$ cat src/design/sssg_pkg.sv
// ----------------------------------------------------------------------------
// sssg_pkg
// Shared types and constants for the S-curve stepper step generator.
// ----------------------------------------------------------------------------
package sssg_pkg;

    localparam logic [8:0]  DT_Q16     = 9'd327;
    localparam logic [31:0] SQRT_BIT0  = 32'h4000_0000;
    localparam int unsigned MUL_STEPS  = 16;
    localparam int unsigned DIV_STEPS  = 32;
    localparam int unsigned SQRT_STEPS = 16;

    localparam logic [15:0] RST_TICK_RATE = 16'd20000;
    localparam logic [8:0]  RST_MICRO     = 9'd16;
    localparam logic [15:0] RST_MIN_SPEED = 16'd100;
    localparam logic [15:0] RST_MAX_SPEED = 16'd16000;
    localparam logic [15:0] RST_START_FS  = 16'd50;
    localparam logic [14:0] RST_ACCEL     = 15'd10000;
    localparam logic [14:0] RST_JERK      = 15'd20000;
    localparam logic [9:0]  RST_PERIOD    = 10'd100;

    typedef enum logic [2:0] {
        CFG_TICK_RATE,
        CFG_MICROSTEPS,
        CFG_MIN_SPEED,
        CFG_MAX_SPEED,
        CFG_START_SPEED,
        CFG_ACCEL,
        CFG_JERK,
        CFG_PERIOD
    } t_cfg_idx;

    typedef enum logic [1:0] {
        OP_TICK,
        OP_MOVE,
        OP_SOFT_STOP,
        OP_ESTOP
    } t_opcode;

    typedef struct packed {
        logic [1:0]         operation;
        logic signed [23:0] full_step_count;
    } t_in_item;

    typedef struct packed {
        logic               step_pulse;
        logic               direction;
        logic               moving;
        logic signed [31:0] axis_position;
        logic [15:0]        current_speed;
    } t_out_item;

    typedef enum logic [1:0] {
        ALU_MUL,
        ALU_DIV,
        ALU_SQRT
    } t_alu_op;

    typedef struct packed {
        logic    start;
        t_alu_op op;
    } t_alu_req;

    typedef struct packed {
        logic busy;
        logic done;
    } t_alu_sts;

    typedef enum logic [3:0] {
        S_IDLE,
        S_MV1,
        S_MV2,
        S_SS1,
        S_SS2,
        S_BRK,
        S_VMX,
        S_SQRT,
        S_JRK,
        S_DV,
        S_FIN,
        S_PHASE,
        S_OUT
    } t_state;

endpackage

$ cat src/design/sssg_alu.sv
// ----------------------------------------------------------------------------
// sssg_alu
// Shared radix-2 unit: shift-add multiply, restoring divide, integer sqrt.
// ----------------------------------------------------------------------------
module sssg_alu import sssg_pkg::*; (
    input  logic        i_clk,
    input  logic        i_rst_n,
    input  t_alu_req    i_req,
    input  logic [31:0] i_a,
    input  logic [15:0] i_b,
    output t_alu_sts    o_sts,
    output logic [47:0] o_res
);

    logic        r_busy, n_busy;
    logic        r_done, n_done;
    t_alu_op     r_op, n_op;
    logic [4:0]  r_cnt, n_cnt;
    logic [47:0] r_x, n_x;
    logic [31:0] r_y, n_y;
    logic [47:0] r_z, n_z;

    always_comb begin
        logic [17:0] rem;
        logic [32:0] sum;
        logic        qb;
        logic [4:0]  last;
        n_busy = r_busy;
        n_done = 1'b0;
        n_op   = r_op;
        n_cnt  = r_cnt;
        n_x    = r_x;
        n_y    = r_y;
        n_z    = r_z;
        rem    = '0;
        sum    = '0;
        qb     = 1'b0;
        case (r_op)
            ALU_DIV: last = 5'(DIV_STEPS - 1);
            ALU_SQRT: last = 5'(SQRT_STEPS - 1);
            default: last = 5'(MUL_STEPS - 1);
        endcase
        if (i_req.start) begin
            n_busy = 1'b1;
            n_op   = i_req.op;
            n_cnt  = '0;
            n_x    = {16'b0, i_a};
            n_z    = '0;
            if (i_req.op == ALU_SQRT) begin
                n_y = SQRT_BIT0;
            end else begin
                n_y = {16'b0, i_b};
            end
        end else if (r_busy) begin
            n_cnt = r_cnt + 5'd1;
            case (r_op)
                ALU_DIV: begin
                    rem = {r_z[16:0], r_x[31]};
                    if (rem >= {2'b0, r_y[15:0]}) begin
                        rem = rem - {2'b0, r_y[15:0]};
                        qb  = 1'b1;
                    end
                    n_z = {30'b0, rem};
                    n_x = {16'b0, r_x[30:0], qb};
                end
                ALU_SQRT: begin
                    sum = {1'b0, r_z[31:0]} + {1'b0, r_y};
                    if ({1'b0, r_x[31:0]} >= sum) begin
                        n_x = {16'b0, r_x[31:0] - sum[31:0]};
                        n_z = {16'b0, {1'b0, r_z[31:1]} + r_y};
                    end else begin
                        n_z = {17'b0, r_z[31:1]};
                    end
                    n_y = {2'b0, r_y[31:2]};
                end
                default: begin
                    if (r_y[0]) begin
                        n_z = r_z + r_x;
                    end
                    n_x = {r_x[46:0], 1'b0};
                    n_y = {1'b0, r_y[31:1]};
                end
            endcase
            if (r_cnt == last) begin
                n_busy = 1'b0;
                n_done = 1'b1;
            end
        end
    end

    always_ff @(posedge i_clk) begin
        if (!i_rst_n) begin
            r_busy <= 1'b0;
            r_done <= 1'b0;
            r_op   <= ALU_MUL;
            r_cnt  <= '0;
        end else begin
            r_busy <= n_busy;
            r_done <= n_done;
            r_op   <= n_op;
            r_cnt  <= n_cnt;
        end
        r_x <= n_x;
        r_y <= n_y;
        r_z <= n_z;
    end

    always_comb begin
        case (r_op)
            ALU_DIV: o_res = {16'b0, r_x[31:0]};
            default: o_res = r_z;
        endcase
    end

    assign o_sts.busy = r_busy;
    assign o_sts.done = r_done;

endmodule

$ cat src/design/stepper_scurve_step_generator_unit.sv
// ----------------------------------------------------------------------------
// stepper_scurve_step_generator_unit
// Per item, with the output free: a tick without profile update runs at most
//   the phase step; a tick with profile update adds five passes of the shared
//   mul/div/sqrt unit; move and soft stop use it at most twice; emergency stop
//   goes straight to the result. One item at a time; the result is registered.
// Synchronous active-low reset loads register defaults and clears axis state.
// ----------------------------------------------------------------------------
module stepper_scurve_step_generator_unit import sssg_pkg::*; (
    input  logic        i_clk,
    input  logic        i_rst_n,
    input  logic        i_in_valid,
    output logic        o_in_stall,
    input  t_in_item    i_in_data,
    output logic        o_out_valid,
    input  logic        i_out_stall,
    output t_out_item   o_out_data,
    input  logic        i_cfg_we,
    input  logic [2:0]  i_cfg_index,
    input  logic [15:0] i_cfg_data
);

    logic [15:0] r_tick, r_min, r_max, r_ssf;
    logic [8:0]  r_micro;
    logic [14:0] r_accel, r_jerk;
    logic [9:0]  r_period;

    logic [31:0]        r_pos, n_pos;
    logic [31:0]        r_steps, n_steps;
    logic [15:0]        r_speed, n_speed;
    logic [15:0]        r_goal, n_goal;
    logic signed [31:0] r_acc, n_acc;
    logic [16:0]        r_pa, n_pa;
    logic               r_hold, n_hold;
    logic [9:0]         r_pc, n_pc;
    logic               r_dir, n_dir;
    logic               r_active, n_active;

    t_state             r_state, n_state;
    t_in_item           r_in, n_in;
    logic               r_pulse, n_pulse;
    logic [47:0]        r_t48, n_t48;
    logic               r_err_pos, n_err_pos;
    logic               r_err_neg, n_err_neg;
    logic signed [9:0]  r_dv, n_dv;
    t_out_item          r_out, n_out;
    logic               r_out_valid, n_out_valid;

    t_alu_req    alu_req;
    t_alu_sts    alu_sts;
    logic [31:0] alu_a;
    logic [15:0] alu_b;
    logic [47:0] alu_res;

    logic [15:0] eff_tick;
    logic [15:0] vmax;
    logic [23:0] mag;
    logic        in_xfer;

    assign eff_tick = (r_tick == '0) ? 16'd1 : r_tick;
    assign vmax     = eff_tick - 16'd1;
    assign mag      = r_in.full_step_count[23] ? 24'(-r_in.full_step_count)
                                               : r_in.full_step_count;
    assign in_xfer  = i_in_valid && !o_in_stall;

    sssg_alu u_alu (
        .i_clk   (i_clk),
        .i_rst_n (i_rst_n),
        .i_req   (alu_req),
        .i_a     (alu_a),
        .i_b     (alu_b),
        .o_sts   (alu_sts),
        .o_res   (alu_res)
    );

    always_comb begin
        logic [9:0]         pc_inc;
        logic [24:0]        sv;
        logic [15:0]        stop_v, lim;
        logic signed [33:0] tgt, amax, acc34, j34, ramp;
        logic [40:0]        prod;
        logic [9:0]         dvmag;
        logic signed [9:0]  dv2;
        logic signed [17:0] nv;
        logic [16:0]        pa_sum;
        logic               alu_state;

        n_pos = r_pos;   n_steps = r_steps; n_speed = r_speed; n_goal = r_goal;
        n_acc = r_acc;   n_pa = r_pa;       n_hold = r_hold;   n_pc = r_pc;
        n_dir = r_dir;   n_active = r_active;
        n_state = r_state; n_in = r_in; n_pulse = r_pulse; n_t48 = r_t48;
        n_err_pos = r_err_pos; n_err_neg = r_err_neg; n_dv = r_dv;
        n_out = r_out;
        n_out_valid = r_out_valid && i_out_stall;
        alu_state = 1'b0;
        alu_req.op = ALU_MUL;
        alu_a = '0;
        alu_b = '0;
        pc_inc = r_pc + 10'd1;
        sv = alu_res[24:0];
        stop_v = alu_res[15:0];
        lim = '0;
        amax = signed'({3'b0, r_accel, 16'b0});
        tgt = '0;
        acc34 = {{2{r_acc[31]}}, r_acc};
        j34 = {10'b0, alu_res[23:0]};
        ramp = acc34;
        prod = alu_res[40:0];
        dvmag = '0;
        dv2 = r_dv;
        nv = '0;
        pa_sum = r_pa + {1'b0, r_speed};

        case (r_state)
            S_IDLE: begin
                if (in_xfer) begin
                    n_in = i_in_data;
                    n_pulse = 1'b0;
                    case (t_opcode'(i_in_data.operation))
                        OP_TICK: begin
                            if (!r_active) begin
                                n_state = S_OUT;
                            end else if (pc_inc >= r_period) begin
                                n_pc = '0;
                                if (r_steps == '0) begin
                                    n_active = 1'b0;
                                    n_state = S_OUT;
                                end else begin
                                    n_state = S_BRK;
                                end
                            end else begin
                                n_pc = pc_inc;
                                n_state = S_PHASE;
                            end
                        end
                        OP_MOVE: begin
                            if (i_in_data.full_step_count == '0) begin
                                n_state = S_OUT;
                            end else begin
                                n_dir = ~i_in_data.full_step_count[23];
                                n_hold = 1'b1;
                                n_state = S_MV1;
                            end
                        end
                        OP_SOFT_STOP: begin
                            n_goal = r_min;
                            if (r_accel == '0) begin
                                n_steps = '1;
                                n_state = S_OUT;
                            end else begin
                                n_state = S_SS1;
                            end
                        end
                        default: begin
                            n_active = 1'b0;
                            n_steps = '0;
                            n_speed = '0;
                            n_pa = '0;
                            n_acc = '0;
                            n_pc = '0;
                            n_state = S_OUT;
                        end
                    endcase
                end
            end
            S_MV1: begin
                alu_state = 1'b1;
                alu_a = {8'b0, mag};
                alu_b = {7'b0, r_micro};
                if (alu_sts.done) begin
                    n_steps = alu_res[31:0];
                    n_state = S_MV2;
                end
            end
            S_MV2: begin
                alu_state = 1'b1;
                alu_a = {16'b0, r_ssf};
                alu_b = {7'b0, r_micro};
                if (alu_sts.done) begin
                    if (sv > 25'h00FFFF) begin
                        n_speed = 16'hFFFF;
                    end else if (sv[15:0] < r_min) begin
                        n_speed = r_min;
                    end else begin
                        n_speed = sv[15:0];
                    end
                    n_goal = n_speed;
                    n_acc = '0;
                    n_pa = '0;
                    n_pc = '0;
                    n_active = 1'b1;
                    n_state = S_OUT;
                end
            end
            S_SS1: begin
                alu_state = 1'b1;
                alu_a = {16'b0, r_speed};
                alu_b = r_speed;
                if (alu_sts.done) begin
                    n_t48 = alu_res;
                    n_state = S_SS2;
                end
            end
            S_SS2: begin
                alu_state = 1'b1;
                alu_req.op = ALU_DIV;
                alu_a = r_t48[31:0];
                alu_b = {r_accel, 1'b0};
                if (alu_sts.done) begin
                    n_steps = alu_res[31:0];
                    n_state = S_OUT;
                end
            end
            S_BRK: begin
                alu_state = 1'b1;
                alu_a = r_steps;
                alu_b = {1'b0, r_accel};
                if (alu_sts.done) begin
                    n_t48 = {alu_res[46:0], 1'b0};
                    n_state = S_VMX;
                end
            end
            S_VMX: begin
                alu_state = 1'b1;
                alu_a = {16'b0, vmax};
                alu_b = vmax;
                if (alu_sts.done) begin
                    if (r_t48 > alu_res) begin
                        n_t48 = alu_res;
                    end
                    n_state = S_SQRT;
                end
            end
            S_SQRT: begin
                alu_state = 1'b1;
                alu_req.op = ALU_SQRT;
                alu_a = r_t48[31:0];
                if (alu_sts.done) begin
                    lim = (stop_v < r_max) ? stop_v : r_max;
                    if (lim < r_min) begin
                        lim = r_min;
                    end
                    n_goal = lim;
                    n_err_pos = lim > r_speed;
                    n_err_neg = lim < r_speed;
                    n_state = S_JRK;
                end
            end
            S_JRK: begin
                alu_state = 1'b1;
                alu_a = {23'b0, DT_Q16};
                alu_b = {1'b0, r_jerk};
                if (alu_sts.done) begin
                    if (r_err_pos) begin
                        tgt = amax;
                    end else if (r_err_neg) begin
                        tgt = -amax;
                    end
                    if (acc34 < tgt) begin
                        ramp = acc34 + j34;
                        if (ramp > tgt) begin
                            ramp = tgt;
                        end
                    end else if (acc34 > tgt) begin
                        ramp = acc34 - j34;
                        if (ramp < tgt) begin
                            ramp = tgt;
                        end
                    end
                    n_acc = ramp[31:0];
                    n_state = S_DV;
                end
            end
            S_DV: begin
                alu_state = 1'b1;
                alu_a = r_acc[31] ? 32'(-r_acc) : r_acc;
                alu_b = {7'b0, DT_Q16};
                if (alu_sts.done) begin
                    if (r_acc[31]) begin
                        dvmag = {1'b0, prod[40:32]} + 10'(prod[31:0] != '0);
                        n_dv = -signed'(dvmag);
                    end else begin
                        n_dv = signed'({1'b0, prod[40:32]});
                    end
                    n_state = S_FIN;
                end
            end
            S_FIN: begin
                if (r_dv == '0 && r_err_pos) begin
                    dv2 = 10'sd1;
                end else if (r_dv == '0 && r_err_neg) begin
                    dv2 = -10'sd1;
                end
                nv = signed'({2'b0, r_speed}) + 18'(dv2);
                if ((r_err_pos && nv > signed'({2'b0, r_goal})) ||
                    (r_err_neg && nv < signed'({2'b0, r_goal}))) begin
                    nv = signed'({2'b0, r_goal});
                    n_acc = '0;
                end
                if (nv < signed'({2'b0, r_min})) begin
                    nv = signed'({2'b0, r_min});
                end
                if (nv >= signed'({2'b0, eff_tick})) begin
                    nv = signed'({2'b0, vmax});
                end
                n_speed = nv[15:0];
                n_state = S_PHASE;
            end
            S_PHASE: begin
                n_state = S_OUT;
                if (r_hold) begin
                    n_hold = 1'b0;
                end else if (pa_sum < {1'b0, eff_tick}) begin
                    n_pa = pa_sum;
                end else begin
                    n_pa = pa_sum - {1'b0, eff_tick};
                    n_pos = r_pos + (r_dir ? 32'd1 : 32'hFFFF_FFFF);
                    n_pulse = 1'b1;
                    if (r_steps <= 32'd1) begin
                        n_active = 1'b0;
                        n_steps = '0;
                        n_acc = '0;
                        n_speed = r_min;
                    end else begin
                        n_steps = r_steps - 32'd1;
                    end
                end
            end
            S_OUT: begin
                if (!r_out_valid || !i_out_stall) begin
                    n_out.step_pulse = r_pulse;
                    n_out.direction = r_dir;
                    n_out.moving = r_active;
                    n_out.axis_position = r_pos;
                    n_out.current_speed = r_speed;
                    n_out_valid = 1'b1;
                    n_state = S_IDLE;
                end
            end
            default: n_state = S_IDLE;
        endcase

        alu_req.start = alu_state && !alu_sts.busy && !alu_sts.done;
    end

    always_ff @(posedge i_clk) begin
        if (!i_rst_n) begin
            r_tick   <= RST_TICK_RATE;
            r_micro  <= RST_MICRO;
            r_min    <= RST_MIN_SPEED;
            r_max    <= RST_MAX_SPEED;
            r_ssf    <= RST_START_FS;
            r_accel  <= RST_ACCEL;
            r_jerk   <= RST_JERK;
            r_period <= RST_PERIOD;
        end else if (i_cfg_we) begin
            case (t_cfg_idx'(i_cfg_index))
                CFG_TICK_RATE: r_tick <= i_cfg_data;
                CFG_MICROSTEPS: r_micro <= i_cfg_data[8:0];
                CFG_MIN_SPEED: r_min <= i_cfg_data;
                CFG_MAX_SPEED: r_max <= i_cfg_data;
                CFG_START_SPEED: r_ssf <= i_cfg_data;
                CFG_ACCEL: r_accel <= i_cfg_data[14:0];
                CFG_JERK: r_jerk <= i_cfg_data[14:0];
                CFG_PERIOD: r_period <= i_cfg_data[9:0];
                default: ;
            endcase
        end
    end

    always_ff @(posedge i_clk) begin
        if (!i_rst_n) begin
            r_pos       <= '0;
            r_steps     <= '0;
            r_speed     <= RST_MIN_SPEED;
            r_goal      <= RST_MIN_SPEED;
            r_acc       <= '0;
            r_pa        <= '0;
            r_hold      <= 1'b0;
            r_pc        <= '0;
            r_dir       <= 1'b0;
            r_active    <= 1'b0;
            r_state     <= S_IDLE;
            r_out_valid <= 1'b0;
        end else begin
            r_pos       <= n_pos;
            r_steps     <= n_steps;
            r_speed     <= n_speed;
            r_goal      <= n_goal;
            r_acc       <= n_acc;
            r_pa        <= n_pa;
            r_hold      <= n_hold;
            r_pc        <= n_pc;
            r_dir       <= n_dir;
            r_active    <= n_active;
            r_state     <= n_state;
            r_out_valid <= n_out_valid;
        end
        r_in      <= n_in;
        r_pulse   <= n_pulse;
        r_t48     <= n_t48;
        r_err_pos <= n_err_pos;
        r_err_neg <= n_err_neg;
        r_dv      <= n_dv;
        r_out     <= n_out;
    end

    assign o_in_stall  = (r_state != S_IDLE);
    assign o_out_valid = r_out_valid;
    assign o_out_data  = r_out;

endmodule

$ cat config.mk
export PLATFORM = sky130hd
export DESIGN_NAME = stepper_scurve_step_generator_unit
export DESIGN_NICKNAME = d
export VERILOG_FILES = /design/src/design/sssg_pkg.sv /design/src/design/sssg_alu.sv /design/src/design/stepper_scurve_step_generator_unit.sv
export SDC_FILE = /design/constraint.sdc
export NUM_CORES = 2
export LEC_CHECK = 0
export ABC_AREA = 1
export BUFFER_PORTS_ARGS = -buffer_cell sky130_fd_sc_hd__buf_2
export CAP_MARGIN = 10
export CELL_PAD_IN_SITES_DETAIL_PLACEMENT = 1
export CELL_PAD_IN_SITES_GLOBAL_PLACEMENT = 2
export CORE_MARGIN = 3
export CORE_UTILIZATION = 40
export CTS_CLUSTER_DIAMETER = 50
export DETAILED_ROUTE_END_ITERATION = 8
export PLACE_DENSITY_LB_ADDON = 0.1
export SYNTH_ARGS = -nofsm -noshare
export SYNTH_HDL_FRONTEND = slang
export SYNTH_SLANG_ARGS = --single-unit
$ cat constraint.sdc
create_clock -name i_clk -period 22.3 [get_ports i_clk]
set_clock_uncertainty 0.15 [all_clocks]
set_input_delay 5.575 -clock i_clk [delete_from_list [all_inputs] [get_ports i_clk]]
set_output_delay 5.575 -clock i_clk [all_outputs]
set_load 0.05 [all_outputs]
==> flow_summary.ini <==
[critical_path]
crit_type = reg2reg
crit_required_ns = 22.77
cp-start-kind = register
crit_top_cell = nand2_1
cp-end-kind = register
cpPeakStageDelay_ns = 0.72
critPathSlowestCell = edfxtp_1
arrival_ns = 10.63
path_max_fanout = 22

[placement]
post-dp-hpwl_um = 182000
port_buffers = 102
gp_congestion = 0.974
preCtsSetupSlack_ns = 12.22

[synthesis]
ys_seq_area_share_pct = 26.3
synth_fp_nets = 7762
synthFlopType = dfxtp_1
synth_cells = 7171
yosysMostFrequentCell = nand2_1
synthesis.area_sq_um = 49400
async_reset_ff_share_pct = 0
yosys_warnings = 0
synth_area_per_cell_sq_um = 6.88
synth_top_cell_area_share_pct = 14.2
synthTopCellsByCount = nand2_1, a21oi_1, inv_1, o21ai_0, nor2_1
synth_cell_types = 84
synthTopCellsByArea = dfxtp_1, ha_1, edfxtp_1
synth_edf_count = 199
yosys_register_bits = 548
yosys.area.top_type = dfxtp_1

[route]
drc = 0
wire_per_inst_um = 26.0
finalWirelength_um = 232000
vias = 53050
ant_nets = 0
dr.pass1.iters = 6
viasPerCell = 5.93
drtIter0Drc = 4231

[sta]
finalCriticalPeriod_ns = 10.16
setup-violations-final = 0
drv_slew = 0
relSlewSlack_pct = 20.6
post-route-period-util_pct = 45.6
worst_slew_pin_slew_ns = 1.19
fin_tns_setup_ns = 0
layout_setup_ws_ns = 12.14
fmax_ghz = 0.0984
hold_viol = 0
rsz0062_at_grt = no
whs_ns = 0.311

[clock_tree]
cts_tree = done
cts-htree-levels = 3
clkTransAtPathRegs_ns = 0.06
clk_latency_ns = 0.74
cts.sinks = 548
clockRootBuffer = clkbuf_16
numCtsBuffers = 102
cts_resized = 0
cts_buffer_depth = 3
ctsHoldBuffers = 0
cts_setup_buffers = 0

[pwr]
internal_power_mw = 4.15
pwr_density_cell_nw_per_um2 = 168
seq_power_share_pct = 17.6
p_leak_nw = 24.5
swShare_pct = 55.3
p_sw_mw = 5.13
ir_drop_uv = 189
power.share.clock_pct = 18.3
pwr-share-comb_pct = 64.2
p_total_mw = 9.27

[layout]
final_net_count = 7821
seq_area_sq_um = 13000
drive_gt1_share_pct = 7.50
multiInputGateArea_sq_um = 32100
final_util_pct = 45.3
filler_cell_count = 15701
syn2layout_area_growth_pct = 12.2

[floorplanning]
ios = 103
die_x_um = 357
start_util_pct = 40.4
core_area_sq_um = 122000
die_height_um = 357
fp.dieArea_sq_um = 128000
num_rows = 128

[job]
maxCapViolCount = 0

[grt]
grtUsageTotal_pct = 35.6
grt_pass1_wl_um = 344000
grt_max_degree = 77
grt_pass1_vias = 53172
overflow = 0
grt_antenna_before_repair = 10

[run_status]
status = finished clean

[min_path]
hold_path_class = reg2reg
[registers in the layout, summed over array words and instances (netlist names), 16 cells and up]
signal      count
r_goal         16
o_out_data     51
u_alu.r_z      48
r_steps        32
u_alu.r_y      31
r_pa           17
r_in           24
r_tick         16
r_ssf          16
u_alu.r_x      48
r_pos          32
r_t48          48
r_acc          32
r_speed        16
r_min          16
r_max          16
[power groups by stage]
stage | sequential, mW | combinational, mW | clock [mW]
final | 1.63 | 5.95 | 1.69
after global routing | 1.64 | 6.58 | 1.76
after CTS | 1.62 | 5.88 | 1.72
after detailed placement | 1.63 | 5.83 | 0
after global placement | 1.64 | 5.73 | 0
after floorplan | 1.49 | 4.01 | 0
[final timing paths]
path | startpoint | end | slack, ns | cells past startpoint
worst min-delay path | r_period[9] | r_period[9] | 0.31 | 2
worst min register to register | r_period[9] | r_period[9] | 0.31 | 2
worst max register to register | r_err_pos | r_speed[2] | 12.14 | 51
worst max-delay path | r_err_pos | r_speed[2] | 12.14 | 51
[cell families (layout without fill, tap and decap cells)]
family	Yosys count	after routing	share of synthesized area, %
buffers and inverters	1111	1260	8.82
xor gates and xnor gates	240	240	4.27
other	0	4	0
adders and majority gates	541	541	13.9
DFF	548	548	26.3
AOI/OAI and AO/OA	2046	2046	23.4
and+or+nand+nor	2685	2685	23.3
[layout by cell type (no fill, tap or decap), types with 108 or more instances in the layout]
cell type  synthesis  routed
a21oi_1          881     880
clkbuf_16          0     108
dfxtp_1          349     349
edfxtp_1         199     199
ha_1             530     528
inv_1            822     821
nand2_1         1364    1364
nand3_1          412     411
nor2_1           579     573
o21ai_0          644     641
xor2_1           162     162
[through the flow]
stage          instance area [sq um]  std cells
3_3_place_gp                   51700       8751
4_1_cts                        55400       8945
6_report                       55400       8949
3_5_place_dp                   51700       8751
2_1_floorplan                  49400       7171
5_1_grt                        55400       8945
[cell type report]
cell class / instances / area share, %
timing repair buffer: 206 / 2.34
antenna: 4 / 0.0181
clock buffer: 121 / 5.10
sequential: 548 / 23.4
tap: 1625 / 3.67
multi-input combinational: 5512 / 58.1
clock inverter: 73 / 1.55
inverter: 860 / 5.84
[critical path, delay by kind of cell (launching register included)]
kind | cells | cell delay [ns]
AND/OR/NAND/NOR | 27 | 3.22
AO/OA/AOI/OAI | 12 | 2.21
buffers and inverters | 6 | 1.72
adder cells (fa/ha/maj) | 5 | 1.70
flip-flops | 1 | 0.72
XOR/XNOR | 1 | 0.31
[per-layer routing]
layer	wire, um	global-route usage [%]	share of wire, %	vias to the layer above
met5	12	0	0.0052	-
met4	12000	16.4	5.2	2
met2	105000	57.6	45	1673
met3	15200	5.48	6.5	449
li1	-	-	-	24813
met1	100000	46.5	43	26113
Note: power is estimated with default switching activity, not from simulation.
